==> config.mk <==
export PLATFORM = sky130hd
export DESIGN_NAME = mpeg_start_code_header_parser
export DESIGN_NICKNAME = d
export VERILOG_FILES = /design/src/hdl/mscp_pkg.sv /design/src/hdl/mpeg_start_code_header_parser.sv /design/src/hdl/mscp_fields.sv
export SDC_FILE = /design/constraint.sdc
export NUM_CORES = 1
export LEC_CHECK = 0
export ABC_AREA = 0
export ABC_CLOCK_PERIOD_IN_PS = 6500
export BUFFER_PORTS_ARGS = -buffer_cell sky130_fd_sc_hd__buf_2
export CAP_MARGIN = 10
export CORE_ASPECT_RATIO = 0.8
export CORE_UTILIZATION = 40
export CTS_CLUSTER_DIAMETER = 80
export DETAILED_ROUTE_END_ITERATION = 8
export MAX_ROUTING_LAYER = met4
export SLEW_MARGIN = 20
export SYNTH_ARGS = -nofsm -noshare
export SYNTH_HDL_FRONTEND = slang
export SYNTH_HIERARCHICAL = 1
export SYNTH_SLANG_ARGS = --single-unit
==> constraint.sdc <==
create_clock -name clk -period 6.5 [get_ports clk]
set_input_delay 0.325 -clock clk [delete_from_list [all_inputs] [get_ports clk]]
set_output_delay 0.325 -clock clk [all_outputs]
set_load 0.03 [all_outputs]
==> src/hdl/mscp_pkg.sv <==
package mscp_pkg;

	localparam logic [7:0] CODE_SEQ = 8'hB3;
	localparam logic [7:0] CODE_PIC = 8'h00;
	localparam logic [7:0] CODE_GOP = 8'hB8;
	localparam logic [7:0] BYTE_ZERO = 8'h00;
	localparam logic [7:0] BYTE_ONE = 8'h01;

	localparam logic [2:0] CT_I = 3'd1;
	localparam logic [2:0] CT_P = 3'd2;
	localparam logic [2:0] CT_B = 3'd3;

	typedef enum logic [1:0] {
		KIND_SEQ   = 2'd0,
		KIND_PIC   = 2'd1,
		KIND_GOP   = 2'd2,
		KIND_OTHER = 2'd3
	} kind_t;

	typedef struct packed {
		kind_t       kind;
		logic [7:0]  code_byte;
		logic [11:0] width;
		logic [11:0] height;
		logic [3:0]  rate_code;
		logic [15:0] rate_millifps;
		logic [2:0]  coding_type;
		logic [1:0]  picture_class;
	} result_t;

	// Frame rate in thousandths of a frame per second.
	function automatic logic [15:0] rate_lookup(input logic [3:0] rc);
		logic [15:0] r;
		unique case (rc)
			4'd1: r = 16'd23976;
			4'd2: r = 16'd24000;
			4'd3: r = 16'd25000;
			4'd4: r = 16'd29970;
			4'd5: r = 16'd30000;
			4'd6: r = 16'd50000;
			4'd7: r = 16'd59940;
			4'd8: r = 16'd60000;
			default: r = 16'd0;
		endcase
		return r;
	endfunction

endpackage

==> src/hdl/mpeg_start_code_header_parser.sv <==
// A result is registered: it is valid in the cycle after the byte that completes it is accepted.
// The parser takes one byte per clock; a byte is taken while a result waits in the
//   output register as long as that result is not stalled.
// The output register is the only buffer; the parse state lives in a small FSM.
// Reset (arst_n low, asynchronous) returns the FSM to prefix scanning with no
//   zeros counted, no bytes held and no result pending.
module mpeg_start_code_header_parser
	import mscp_pkg::*;
(
	input  logic        clk,
	input  logic        arst_n,
	input  logic        data_valid,
	output logic        data_stall,
	input  logic [7:0]  data_byte,
	output logic        result_valid,
	input  logic        result_stall,
	output logic [1:0]  kind,
	output logic [7:0]  code_byte,
	output logic [11:0] width,
	output logic [11:0] height,
	output logic [3:0]  rate_code,
	output logic [15:0] rate_millifps,
	output logic [2:0]  coding_type,
	output logic [1:0]  picture_class
);

	typedef enum logic [1:0] {
		ST_SCAN,   // sliding match on 00 00 01
		ST_CODE,   // next byte is the start code value
		ST_SEQ,    // collecting sequence header payload
		ST_PIC     // collecting picture header payload
	} state_t;

	state_t      state_q, state_d;
	logic [1:0]  zero_run_q, zero_run_d;
	logic [1:0]  taken_q, taken_d;
	logic [23:0] held_q, held_d;
	logic        out_valid_q;
	result_t     out_q;

	logic        accept;
	logic        emit;
	kind_t       res_kind;
	result_t     res;

	// Stall the source only while a finished request sits unread downstream.
	assign data_stall = out_valid_q && result_stall;
	assign accept     = data_valid && !data_stall;

	// One step of the parser for the byte on the port.
	always_comb begin
		state_d    = state_q;
		zero_run_d = zero_run_q;
		taken_d    = taken_q;
		held_d     = held_q;
		emit       = 1'b0;
		res_kind   = KIND_OTHER;
		unique case (state_q)
			ST_CODE: begin
				taken_d = 2'd0;
				held_d  = '0;
				if (data_byte == CODE_SEQ) begin
					state_d = ST_SEQ;
				end else if (data_byte == CODE_PIC) begin
					state_d = ST_PIC;
				end else begin
					// GOP and every other code report at once with no payload.
					emit       = 1'b1;
					res_kind   = (data_byte == CODE_GOP) ? KIND_GOP : KIND_OTHER;
					state_d    = ST_SCAN;
					zero_run_d = 2'd0;
				end
			end
			ST_SEQ: begin
				if (taken_q != 2'd3) begin
					// Shift in the first three payload bytes, newest low.
					held_d  = {held_q[15:0], data_byte};
					taken_d = taken_q + 2'd1;
				end else begin
					emit       = 1'b1;
					res_kind   = KIND_SEQ;
					state_d    = ST_SCAN;
					zero_run_d = 2'd0;
					taken_d    = 2'd0;
					held_d     = '0;
				end
			end
			ST_PIC: begin
				if (taken_q == 2'd0) begin
					// The first picture payload byte carries nothing we report.
					held_d  = {16'd0, data_byte};
					taken_d = 2'd1;
				end else begin
					emit       = 1'b1;
					res_kind   = KIND_PIC;
					state_d    = ST_SCAN;
					zero_run_d = 2'd0;
					taken_d    = 2'd0;
					held_d     = '0;
				end
			end
			default: begin
				// Count zeros, saturating at two; longer runs still form a prefix.
				if (data_byte == BYTE_ONE && zero_run_q == 2'd2) begin
					state_d    = ST_CODE;
					zero_run_d = 2'd0;
				end else if (data_byte == BYTE_ZERO) begin
					zero_run_d = (zero_run_q == 2'd2) ? 2'd2 : zero_run_q + 2'd1;
				end else begin
					zero_run_d = 2'd0;
				end
			end
		endcase
	end

	mscp_fields u_fields (
		.kind      (res_kind),
		.held      (held_q),
		.last_byte (data_byte),
		.res       (res)
	);

	// Advance the FSM on each accepted byte; load the output register on a result
	// and drop the request once downstream takes it.
	always_ff @(posedge clk or negedge arst_n) begin
		if (!arst_n) begin
			state_q     <= ST_SCAN;
			zero_run_q  <= 2'd0;
			taken_q     <= 2'd0;
			held_q      <= '0;
			out_valid_q <= 1'b0;
			out_q       <= '0;
		end else begin
			if (accept) begin
				state_q    <= state_d;
				zero_run_q <= zero_run_d;
				taken_q    <= taken_d;
				held_q     <= held_d;
			end
			if (accept && emit) begin
				out_valid_q <= 1'b1;
				out_q       <= res;
			end else if (!result_stall) begin
				out_valid_q <= 1'b0;
			end
		end
	end

	assign result_valid  = out_valid_q;
	assign kind          = out_q.kind;
	assign code_byte     = out_q.code_byte;
	assign width         = out_q.width;
	assign height        = out_q.height;
	assign rate_code     = out_q.rate_code;
	assign rate_millifps = out_q.rate_millifps;
	assign coding_type   = out_q.coding_type;
	assign picture_class = out_q.picture_class;

`ifndef ASSERT_OFF
	a_restart_after_result: assert property (@(posedge clk) disable iff (!arst_n)
		(accept && emit) |=> (state_q == ST_SCAN && zero_run_q == 2'd0 && taken_q == 2'd0))
		else $error("parser did not restart scanning after a result");

	a_seq_code_match: assert property (@(posedge clk) disable iff (!arst_n)
		result_valid |-> ((out_q.kind == KIND_SEQ) == (code_byte == CODE_SEQ)))
		else $error("sequence header kind and code byte disagree");

	a_non_seq_zero: assert property (@(posedge clk) disable iff (!arst_n)
		(result_valid && out_q.kind != KIND_SEQ) |->
			(width == 12'd0 && height == 12'd0 && rate_code == 4'd0 &&
			 rate_millifps == 16'd0))
		else $error("sequence fields set on a result that is not a sequence header");

	a_class_follows_type: assert property (@(posedge clk) disable iff (!arst_n)
		(result_valid && picture_class != 2'd0) |->
			(out_q.kind == KIND_PIC && coding_type == {1'b0, picture_class}))
		else $error("picture class does not follow coding type");
`endif

endmodule

==> src/hdl/mscp_fields.sv <==
// Build the result fields from the held header bytes and the last byte.
module mscp_fields
	import mscp_pkg::*;
(
	input  kind_t       kind,
	input  logic [23:0] held,
	input  logic [7:0]  last_byte,
	output result_t     res
);

	logic [2:0] ct;

	assign ct = last_byte[5:3];

	always_comb begin
		res = '0;
		res.kind = kind;
		unique case (kind)
			KIND_SEQ: begin
				res.code_byte     = CODE_SEQ;
				res.width         = {held[23:16], held[15:12]};
				res.height        = {held[11:8], held[7:0]};
				res.rate_code     = last_byte[3:0];
				res.rate_millifps = rate_lookup(last_byte[3:0]);
			end
			KIND_PIC: begin
				res.code_byte   = CODE_PIC;
				res.coding_type = ct;
				if (ct == CT_I || ct == CT_P || ct == CT_B) begin
					res.picture_class = ct[1:0];
				end
			end
			default: begin
				res.code_byte = last_byte;
			end
		endcase
	end

endmodule

==> reports/qor.yml <==
worst_setup_path:
  crit_family: "compound AO/OA/AOI/OAI gates"
  cp_slowest_stage_delay_ns: 0.58
  cp_cell_sequence: "inv_1 > ha_1 > nand2b_1 > a311o_1 > a31oi_4 > buf_4 > mux2_2"
  worstPathArrival_ns: 3.07
  critical_path.max_fanout: 45
  cp_num_buf_inv: 2
  critPathSlowestCell: "buf_4"
  path_class: "flip-flop to flip-flop"
  endpoint_kind: "flip-flop"
  startpoint_type: "flip-flop"
  crit_required_ns: 6.72
floorplanning:
  dieArea_sq_um: 11200
  dieWidth_um: 118
  rows: 33
  core_sq_um: 10400
  io_pins: 73
  dieHeight_um: 95.0
  start_util_pct: 41.7
finish:
  final_cells: 578
  multi_input_area_sq_um: 1860
  final_cell_mix: "dfrtp_1 (90), buf_2 (71), mux2_2 (55), nand2_1 (49), and2_1 (33)"
  stdcell_area_sq_um: 5010
  fin_util_pct: 48.4
  final-seq-area_sq_um: 2250
  fillCellCount: 958
  antenna_cells: 0
  final_nets: 459
  drive_above_1_share_pct: 35.4
  area.growth.synth_to_final_pct: 16.0
  final_common_cell: "dfrtp_1"
power_and_ir_drop:
  power_density_nw_per_um2: 355
  seq_power_share_pct: 38.3
  vdd_drop_max_v: 0.000140
  switching_power_mw: 0.646
  p_leak_nw: 2.56
  netSwitchingFraction_pct: 36.3
  power_frac_comb_pct: 32.2
  p_int_mw: 1.14
  p_clk_share_pct: 29.5
timing:
  max_freq_mhz: 351
  setup_tns_ns: 0
  fin_crit_ns: 2.85
  setup_ws_ns: 3.65
  relSlewSlack_pct: 52.2
  setup-violations-final: 0
  hold_viol: 0
  min_period_over_period_pct: 43.9
  tightest_slew_ns: 0.716
  clock_skew_ns: 0.0135
  drv_slew: 0
  rsz0062_at_grt: "no"
placement:
  dp_cells: 562
  numPortBuffers: 72
  place_worst_setup_slack_ns: 3.66
  hpwlAfterDp_um: 6150
  gp_congestion: 0.759
  placed_area_sq_um: 4710
logic_synthesis:
  synth-edff-count: 0
  seq_area_frac_synth_pct: 52.1
  syn-num-nets: 398
  ys_ff_latch: 90
  synth_area_per_cell_sq_um: 11.6
  synthFlopType: "dfrtp_1"
  synth_cells: 373
  async_reset_ff_share_pct: 100
  syn-cell-area_sq_um: 4320
  ys_types: 45
  yosys_warnings: 6
clock_tree:
  clk_pin_slew_ns: 0.07
  cts_tree: "done"
  insertion_delay_ns: 0.35
  cts_buffers: 9
  ctsRootBufferMaster: "clkbuf_16"
  postCtsSetupBuffers: 0
  cts.path.max_buffers: 2
  htreeDepth: 3
  clock-sinks: 90
detailed_routing:
  vias: 2899
  drt-pass1-iter-count: 5
  wirelength_um: 9010
  drt_iter0_markers: 167
  viasPerCell: 5.02
  drt_drc_violations_left: 0
  wire_per_inst_um: 15.6
  antenna_left: 0
global_routing:
  grt_overflow: 0
  grt_pass1_vias: 2858
  grt_pass1_wl_um: 14800
  grt_util_all_layers_pct: 17.9
  antenna_found_initial: 0
  grt_max_degree: 57
hold_path:
  hp-class: "primary input to flip-flop"
status:
  status: "finished, final reports clean"
flow_run:
  maxCapViolCount: 0
flip-flops by register name (all words and copies together) (netlist names), 2 cells and up:
signal         count
rate_code          4
width             12
taken_q            2
picture_class      2
zero_run_q         2
held_q            24
height            12
state_q            2
kind               2
coding_type        3
rate_millifps     16
code_byte          8
cell type report:
class / count / share of cell area, %
inverter: 10 / 0.749
multi-input combinational: 247 / 37.0
clock buffer: 9 / 4.49
sequential: 90 / 44.9
timing repair buffer: 76 / 7.88
clock inverter: 6 / 1.47
tap: 140 / 3.49
worst reg2reg max path: cells and delay by family (launching register included):
| kind | cells | cell delay, ns |
|---|---|---|
| fa+ha+maj | 1 | 0.23 |
| simple gates | 1 | 0.16 |
| flops | 1 | 0.37 |
| buf+inv | 2 | 0.67 |
| compound gates | 2 | 0.87 |
| mux | 1 | 0.43 |
kinds of logic (layout without fill, tap and decap cells):
logic type / count (synthesis) / after routing / synth area share (%)
simple gates: 122 / 122 / 14.8
flops: 90 / 90 / 52.1
mux: 65 / 65 / 16.8
compound gates: 46 / 46 / 7.55
buf+inv: 36 / 101 / 5.01
fa+ha+maj: 13 / 13 / 3.76
other cells: 1 / 1 / 0.0867
worst paths after layout:
kind | from | to | slack (ns) | depth (start not counted)
worst min register to register | held_q[18]$_DFFE_PN0P_ | held_q[18]$_DFFE_PN0P_ | 0.47 | 2
max in group asynchronous | arst_n | rate_millifps[1]$_DFFE_PN0P_ | 4.92 | 3
worst min-delay path | data_byte[7] | held_q[7]$_DFFE_PN0P_ | 0.28 | 2
worst max register to register | taken_q[0]$_DFFE_PN0P_ | rate_millifps[5]$_DFFE_PN0P_ | 3.65 | 7
worst max-delay path | taken_q[0]$_DFFE_PN0P_ | rate_millifps[5]$_DFFE_PN0P_ | 3.65 | 7
min in group asynchronous | arst_n | held_q[5]$_DFFE_PN0P_ | 0.49 | 2
metrics by stage:
step | total power [mW] | hold slack, ns
final | 1.78 | 0.278
after CTS | 1.80 | 0.272
after global placement | 1.26 | 0.319
after detailed placement | 1.27 | 0.331
after floorplan | 1.14 | 0.0294
after global routing | 1.88 | 0.289
power groups by stage:
stage,combinational (mW),sequential [mW],clock (mW)
global route,0.624,0.695,0.562
global placement,0.569,0.690,0
CTS,0.579,0.684,0.540
floorplan,0.314,0.827,0
detailed placement,0.578,0.694,0
finish,0.573,0.683,0.526
cell usage after synthesis, types with 2 or more instances:
library cell / count / share of area (%)
nor2b_1: 6 / 0.87
buf_2: 2 / 0.23
mux2i_1: 6 / 1.4
mux2_1: 4 / 1.0
and3_1: 2 / 0.29
nand2b_1: 4 / 0.58
mux2_2: 55 / 14
or2_2: 3 / 0.43
nand2_1: 49 / 4.3
o21ai_0: 17 / 2.0
and2_1: 33 / 4.8
nor3_1: 4 / 0.46
nor2_1: 9 / 0.78
ha_1: 13 / 3.8
o22ai_1: 2 / 0.29
a211oi_2: 2 / 0.58
inv_1: 10 / 0.87
buf_6: 8 / 2.1
dfrtp_1: 90 / 52
buf_4: 5 / 0.87
nand3b_1: 2 / 0.35
a22o_1: 8 / 1.6
a21oi_1: 7 / 0.81
clkbuf_1: 11 / 0.95
layer usage:
| metal | track usage [%] | vias to the layer above | share of wire, % |
|---|---|---|---|
| met2 | 26.3 | 63 | 44 |
| met3 | 3.86 | 12 | 4.0 |
| li1 | - | 1388 | - |
| met1 | 24.4 | 1436 | 51 |
| met4 | 6.52 | 0 | 1.4 |
| met5 | - | - | 0 |
what timing repair did:
action                    4_1_cts  5_1_grt
gates resized for setup         0        0
hold endpoints to repair       34        0
hold buffers                    1        0
Note: power is estimated with default switching activity, not from simulation.
